[src/sv/sacl_pkg.sv]
// Shared types, constants and geometry for the set-associative LRU cache counter.
package sacl_pkg;

    // Geometry.
    localparam int MAX_SET_BITS = 6;
    localparam int MAX_WAYS     = 8;
    localparam int STAMP_WIDTH  = 32;

    localparam int SETS    = 1 << MAX_SET_BITS;
    localparam int SET_W   = MAX_SET_BITS;
    localparam int WAY_W   = (MAX_WAYS > 1) ? $clog2(MAX_WAYS) : 1;
    localparam int NODES   = 1 << WAY_W;
    localparam int WCNT_W  = $clog2(MAX_WAYS + 1);
    localparam int SETB_W  = $clog2(MAX_SET_BITS + 1);

    // Field widths.
    localparam int ADDR_W     = 64;
    localparam int OP_W       = 2;
    localparam int TOTAL_W    = 32;
    localparam int CFG_IDX_W  = 2;
    localparam int CFG_DATA_W = 6;
    localparam int SBITS_W    = 3;
    localparam int BOFF_W     = 6;
    localparam int WAYS_W     = 4;

    // Operation codes.
    localparam logic [OP_W-1:0] OP_MODIFY = 2'd2;

    // Configuration register indexes.
    localparam logic [CFG_IDX_W-1:0] CFG_SET_BITS    = 2'd0;
    localparam logic [CFG_IDX_W-1:0] CFG_OFFSET_BITS = 2'd1;
    localparam logic [CFG_IDX_W-1:0] CFG_WAYS        = 2'd2;

    typedef struct packed {
        logic [OP_W-1:0]   op;
        logic [ADDR_W-1:0] address;
    } t_in_word;

    typedef struct packed {
        logic [1:0]         hits_now;
        logic               missed;
        logic               evicted;
        logic [TOTAL_W-1:0] total_hits;
        logic [TOTAL_W-1:0] total_misses;
        logic [TOTAL_W-1:0] total_evictions;
    } t_out_word;

    // Effective (clamped) geometry handed to the datapath.
    typedef struct packed {
        logic [SETB_W-1:0] sbits;
        logic [BOFF_W-1:0] boff;
        logic [WCNT_W-1:0] ways;
    } t_geom;

    typedef enum logic [1:0] {
        ST_IDLE,
        ST_READ,
        ST_CMP,
        ST_WRITE
    } t_state;

    typedef struct packed {
        logic load_in;
        logic read_row;
        logic eval;
        logic commit;
    } t_dp_cmd;

    typedef struct packed {
        logic out_free;
    } t_dp_stat;

endpackage

[src/sv/sacl_ctrl.sv]
// Sequencer for one cache access: take word, read set, compare ways, write back.
module sacl_ctrl (
    input  logic              i_clk,
    input  logic              i_rst_n,
    input  logic              i_in_valid,
    input  sacl_pkg::t_dp_stat i_stat,
    output logic              o_in_ready,
    output sacl_pkg::t_dp_cmd o_cmd
);
    import sacl_pkg::*;

    t_state r_state;
    t_state n_state;

    always_ff @(posedge i_clk) begin
        if (!i_rst_n) begin
            r_state <= ST_IDLE;
        end else begin
            r_state <= n_state;
        end
    end

    always_comb begin
        n_state    = r_state;
        o_in_ready = 1'b0;
        o_cmd      = '0;
        case (r_state)
            ST_IDLE: begin
                o_in_ready = 1'b1;
                if (i_in_valid) begin
                    o_cmd.load_in = 1'b1;
                    n_state       = ST_READ;
                end
            end
            ST_READ: begin
                o_cmd.read_row = 1'b1;
                n_state        = ST_CMP;
            end
            ST_CMP: begin
                o_cmd.eval = 1'b1;
                n_state    = ST_WRITE;
            end
            ST_WRITE: begin
                // hold until the output register can take the result
                if (i_stat.out_free) begin
                    o_cmd.commit = 1'b1;
                    n_state      = ST_IDLE;
                end
            end
            default: begin
                n_state = ST_IDLE;
            end
        endcase
    end

endmodule

[config.mk]
export PLATFORM = sky130hd
export DESIGN_NAME = sacl_ctrl
export DESIGN_NICKNAME = d
export VERILOG_FILES = /design/src/sv/sacl_pkg.sv /design/src/sv/sacl_ctrl.sv
export SDC_FILE = /design/constraint.sdc
export NUM_CORES = 1
export LEC_CHECK = 0
export BUFFER_PORTS_ARGS = -buffer_cell sky130_fd_sc_hd__buf_2
export CORE_AREA = 2 2 39 41
export DETAILED_ROUTE_END_ITERATION = 7
export DIE_AREA = 0 0 41 43
export GPL_TIMING_DRIVEN = 0
export HOLD_SLACK_MARGIN = 0.1
export SLEW_MARGIN = 20
export SYNTH_ARGS = -nofsm -noshare
export SYNTH_HDL_FRONTEND = slang
export SYNTH_SLANG_ARGS = --single-unit
[constraint.sdc]
create_clock -name i_clk -period 1.3 [get_ports i_clk]
set_input_delay 0.195 -clock i_clk [delete_from_list [all_inputs] [get_ports i_clk]]
set_output_delay 0.195 -clock i_clk [all_outputs]
set_load 0.03 [all_outputs]
==> flow_summary.toml, run 1 <==
[cells_and_area]
utilization_pct = 21.6
layout_common_cells = "buf_2 (6), clkbuf_4 (3), nand2_1 (2), ha_1 (2), buf_6 (2)"
final_nets = 40
antenna_cells = 0
stdcell_area_um2 = 299
top_register = "r_state"
reg_top3 = "r_state (2)"
syn_to_final_growth_pct = 74.5
layout_commonest_cell = "buf_2"
layout-drive-gt1-share_pct = 73.3
largest_register_ffs = 2

[setup_path]
cp.required_ns = 1.11
crit_start = "r_state[0]"
crit_path_start_kind = "flop"
max_stage_delay_ns = 0.35
cp_cell_sequence = "ha_2 -> and2_2 -> buf_6"
r2r-start = "r_state[1]"
end_kind = "output pin"
critical_path.max_fanout = 4
worstSetupPathType = "flop to output pin"
r2r_cells = 4
r2r-end = "r_state[0]"
r2r_slack_ns = 0.18
critPathArrivalTime_ns = 1.05
crit_slowest_cell = "dfxtp_4"

[floorplanning]
core_area_um2 = 1380
io_pins = 9
die_x_um = 41
die_area_um2 = 1760
die_h_um = 43
start_util_pct = 12.4
rows = 14

[cts]
numCtsBuffers = 3
clk_pin_slew_ns = 0.03
clockRootBuffer = "clkbuf_4"
ctsHoldBuffers = 0
cts_sinks = 2
clkLatencyLatePin_ns = 0.22
cts-htree-levels = 1
cts_tree = "built"
cts_buffer_depth = 2

[synthesis]
syn_area_per_cell_um2 = 9.52
synthesis.area_um2 = 171
yosysWarningCount = 0
ys_seq_elements = 2
synth_area_leaders = "ha_1 (29%), dfxtp_1 (23%), nor2b_4 (8.0%), inv_1 (6.6%), mux2i_1 (5.8%)"
synth_top_area_share_pct = 29.2
ys_types = 11
syn_inst = 18
syn-num-nets = 26
yosysTopAreaCell = "ha_1"
ys_seq_area_share_pct = 23.4

[sta]
setup_viol = 0
worst_slew_margin_rel_pct = 92.5
finalCritPeriodShare_pct = 96.1
slew_violations = 0
fin_crit_ns = 1.25
max_freq_mhz = 800
hold-worst-slack_ns = 0.249
finalClockSkew_ns = 0.00301
hold_viol = 0
worst_pin_slew_ns = 0.109

[place]
place_area_um2 = 233
portBuffers = 8
hpwlAfterDp_um = 235
place_congestion = 0.557

[grt]
grt_pass1_vias = 139
grt.overflow.total = 0
antenna_found_initial = 0
groute.usage.overall_pct = 5.81
grt_pass1_wl_um = 545
grt_max_degree = 5

[pwr]
p_leak_nw = 0.141
ir_drop_uv = 472
power-per-cell-area_nw_per_um2 = 2150
p_total_w = 0.000642

[flow_run]
cap_violations = 0

[routing]
viasPerCell = 3.57
ant_nets = 0
drcViolationCount = 0
avgRoutedWirePerCell_um = 7.96
wl_met1_um = 131
drtPass1Iterations = 1
drtIter0Drc = 0
wl_met2_um = 187
wl_met3_um = 48
top_layer_used = "met3"
vias = 164
wirelength_um = 366

[worst_hold_path]
min_path_type = "primary input to flop"
min_delay_path_depth = 3
min-delay-start = "i_rst_n"
min_to = "r_state[1]"

[outcome]
status = "finished clean"
==> routing by layer <==
metal / vias up / global-route usage, %
met3: 0 / 6.28
met1: 73 / 3.50
met4: 0 / 8.00
met2: 8 / 7.19
met5: - / 0
li1: 83 / -
==> cell families (layout without fill, tap and decap cells) <==
family	count (synthesis)	in the layout	share of synthesized area [%]
buffers and inverters	3	15	6.57
muxes	1	1	5.84
DFF	2	2	23.4
and+or+nand+nor	5	5	20.4
AOI/OAI and AO/OA	3	3	14.6
adders and majority gates	4	4	29.2
==> critical path: cells and delay by family, from the launching register on <==
kind | cells | cell delay (ns)
adders and majority gates | 1 | 0.18
and+or+nand+nor | 1 | 0.17
buffers and inverters | 1 | 0.13
DFF | 1 | 0.35
==> synth_stat cells (all sizes together) <==
| library cell | n |
|---|---|
| nor2b | 1 |
| and2 | 2 |
| dfxtp | 2 |
| a21oi | 1 |
| nand2 | 2 |
| inv | 3 |
| o31a | 1 |
| o21a | 1 |
| ha | 4 |
| mux2i | 1 |
==> stage by stage <==
stage / setup slack (ns) / setup TNS, ns / instances
finish: 0.0502 / 0 / 46
global route: -0.00229 / -0.00229 / 46
CTS: 0.00488 / 0 / 46
detailed placement: 0.0921 / 0 / 42
global placement: 0.0995 / 0 / 42
floorplan: 0.0171 / 0 / 18
==> worst max path at each step <==
| stage | end | slack [ns] |
|---|---|---|
| final | o_cmd[0] | 0.05 |
| after global routing | o_cmd[0] | -0.002 |
| after CTS | o_cmd[3] | 0.005 |
| after detailed placement | o_cmd[3] | 0.09 |
| after global placement | o_cmd[3] | 0.1 |
| after floorplan | r_state[0] | 0.02 |
==> final cells by class <==
type                    count  area [um2]
clock buffers               3        22.5
fillers                   163        1080
inverters                   3        13.8
multi-input cells          13         138
flip-flops and latches      2        45.0
well taps                  16        20.0
repair buffers              9        60.1
==> timing repair <==
action,CTS,global route
setup buffers,1,0
hold endpoints to repair,0,0
pin swaps,1,0
gates resized for setup,8,7
gates cloned,0,0
setup endpoints to repair,3,2
==> where the power goes <==
| group | leakage (nW) | internal, W | switching, W | total [W] |
|---|---|---|---|---|
| Sequential | 0.0175 | 0.0000941 | 0.0000281 | 0.000122 |
| Clock | 0.0138 | 0.000102 | 0.0000348 | 0.000137 |
| Combinational | 0.109 | 0.000167 | 0.000216 | 0.000383 |
| Total | 0.141 | 0.000363 | 0.000279 | 0.000642 |
Note: power is estimated with default switching activity, not from simulation.
==> run 2, diff against run 1 <==
==> constraint.sdc (replaced) <==
create_clock -name i_clk -period 1.3 [get_ports i_clk]
set_input_delay 0.195 -clock i_clk [delete_from_list [all_inputs] [get_ports i_clk]]
set_output_delay 0.195 -clock i_clk [all_outputs]
set_load 0.02 [all_outputs]
==> run 2 against run 1 <==
Routed wire length shrank 1.9%. Clock power about the same. Core utilization is 0.63 points lower. Fmax is 0.37% higher. Total power down 8.8%. Flip-flop and latch count did not move. Global-route usage rose by 0.60 points. Die area unchanged. Cell area down 2.9%. Sequential share of layout area is 0.41 points lower. Non-clock buffer count is the same. Combinational power shrank 14%. Critical endpoint is now o_cmd[3]. Largest power group unchanged. Highest routed layer unchanged.
==> flow_summary.toml, run 2 (same netlist as run 1, synthesis figures left out) <==
[cells_and_area]
largest_register_ffs = 2
layout_common_cells = "buf_2 (6), clkbuf_4 (3)"
antenna_cells = 0
stdcell_area_um2 = 290
layout-drive-gt1-share_pct = 73.3
n_fill_cell = 160
top_register = "r_state"
layout_commonest_cell = "buf_2"
reg_top3 = "r_state (2)"
final_nets = 40
syn_to_final_growth_pct = 69.3
stdcell_count = 46

[routing]
avgRoutedWirePerCell_um = 7.80
drtIter0Drc = 0
ant_nets = 0
drcViolationCount = 0
viasPerCell = 3.46
drtPass1Iterations = 1
wirelength_um = 359
vias = 159

[floorplanning]
die_x_um = 41
io_pins = 9
start_util_pct = 12.4
die_h_um = 43
core_area_um2 = 1380
die_area_um2 = 1760
rows = 14

[flow_run]
cap_violations = 0

[setup_path]
end_kind = "output pin"
max_stage_delay_ns = 0.35
r2r_cells = 4
critical_path.max_fanout = 4
cp_cell_sequence = "inv_2 -> ha_4 -> and2_4 -> buf_6"
crit_family = "flip-flops"
cp.depth = 4
critPathArrivalTime_ns = 1.05
crit_slowest_cell = "dfxtp_2"
r2r-start = "r_state[1]"
cp.required_ns = 1.11
crit_path_start_kind = "flop"
crit_buf_inv = 2
worstSetupPathType = "flop to output pin"
r2r_slack_ns = 0.18
r2r-end = "r_state[0]"

[sta]
fin_crit_ns = 1.25
rsz0062_at_grt = "true"
worst_pin_slew_ns = 0.150
finalCritPeriodShare_pct = 95.8
hold_viol = 0
finalClockSkew_ns = 0.0000675
worst_slew_margin_rel_pct = 90.0
setup_viol = 0
slew_violations = 0
max_freq_mhz = 803

[grt]
grt_pass1_vias = 150
grt.met2_usage_pct = 7.19
grt_pass1_wl_um = 600
grt_max_degree = 5
groute.usage.overall_pct = 6.41
antenna_found_initial = 0
busiest_layer = "met4"
grtUsageMet1_pct = 4.46
met3_usage_pct = 7.85
grt.overflow.total = 0

[place]
placedCellCount = 42
place_congestion = 0.610
portBuffers = 8
place_area_um2 = 231
hpwlAfterDp_um = 252

[cts]
cts-htree-levels = 1
cts_tree = "built"
clockRootBuffer = "clkbuf_4"
clkLatencyLatePin_ns = 0.22
cts_buffer_depth = 2
clk_pin_slew_ns = 0.03
ctsHoldBuffers = 0
numCtsBuffers = 3
cts_sinks = 2

[pwr]
p_leak_nw = 0.139
p_sw_w = 0.000233
seqPwrFrac_pct = 19.9
clock_power_share_pct = 23.5
p_int_w = 0.000352
ir_drop_uv = 390
power-per-cell-area_nw_per_um2 = 2020
p_comb_share_pct = 56.5
swShare_pct = 39.8

[worst_hold_path]
min_to = "r_state[1]"
min_delay_path_depth = 3
min-delay-start = "i_rst_n"
min_path_type = "primary input to flop"

[outcome]
status = "finished clean"
## run 2: cell count changes in the layout (fill, tap and decap cells not counted)
cell / delta
inv_2: +1
buf_6: -1
inv_4: -1
buf_4: +1
dfxtp_2: +1
dfxtp_4: -1
## run 2: layout make-up
cell class | count | area, um2 | share of cell area [%]
clock buffer | 3 | 22.5 | 7.76
inverter | 3 | 11.3 | 3.88
multi-input combinational | 13 | 138 | 47.4
sequential | 2 | 42.5 | 14.7
tap | 16 | 20.0 | 6.90
timing repair buffer | 9 | 56.3 | 19.4
## run 2: tightest hold or removal path, stage by stage
cell,delay [ns]
buf_2,0.11
nand2_1,0.06
mux2i_1,0.05
## run 2: power groups by stage
stage	clock [W]	sequential, W	combinational [W]
2_1_floorplan	0	0.000104	0.000202
3_3_place_gp	0	0.000108	0.000254
3_5_place_dp	0	0.000110	0.000258
4_1_cts	0.000148	0.000114	0.000308
5_1_grt	0.000167	0.000120	0.000371
6_report	0.000138	0.000117	0.000331
## run 2: how the worst max path moves through the flow
stage               startpoint    endpoint  slack (ns)
floorplan           r_state[0]  r_state[0]        0.07
global placement    r_state[0]  r_state[0]        0.12
detailed placement  r_state[0]  r_state[0]        0.10
CTS                 r_state[0]    o_cmd[3]       0.006
global route        r_state[1]    o_cmd[3]      -0.006
finish              r_state[0]    o_cmd[3]        0.05
## run 2: metrics by stage
stage                     util [%]  total power [W]  setup slack (ns)  hold slack (ns)  TNS (ns)
after floorplan                  -         0.000306            0.0666            0.341         0
after global placement        16.7         0.000363             0.116            0.489         0
after detailed placement      16.7         0.000367             0.103            0.488         0
after CTS                     20.2         0.000570           0.00556            0.239         0
after global routing          21.0         0.000658          -0.00603            0.243  -0.00603
final                         21.0         0.000585            0.0549            0.247         0
## run 2: per-layer routing
metal	wire, um	vias up
met2	171	8
met1	138	70
met3	48	0
li1	-	81
met4	0	0
met5	0	-
## run 2: timing repair
item / CTS / global route
setup endpoints to repair: 1 / 2
buffers inserted: 1 / 0
resized for setup: 6 / 5
pin swaps: 1 / 1
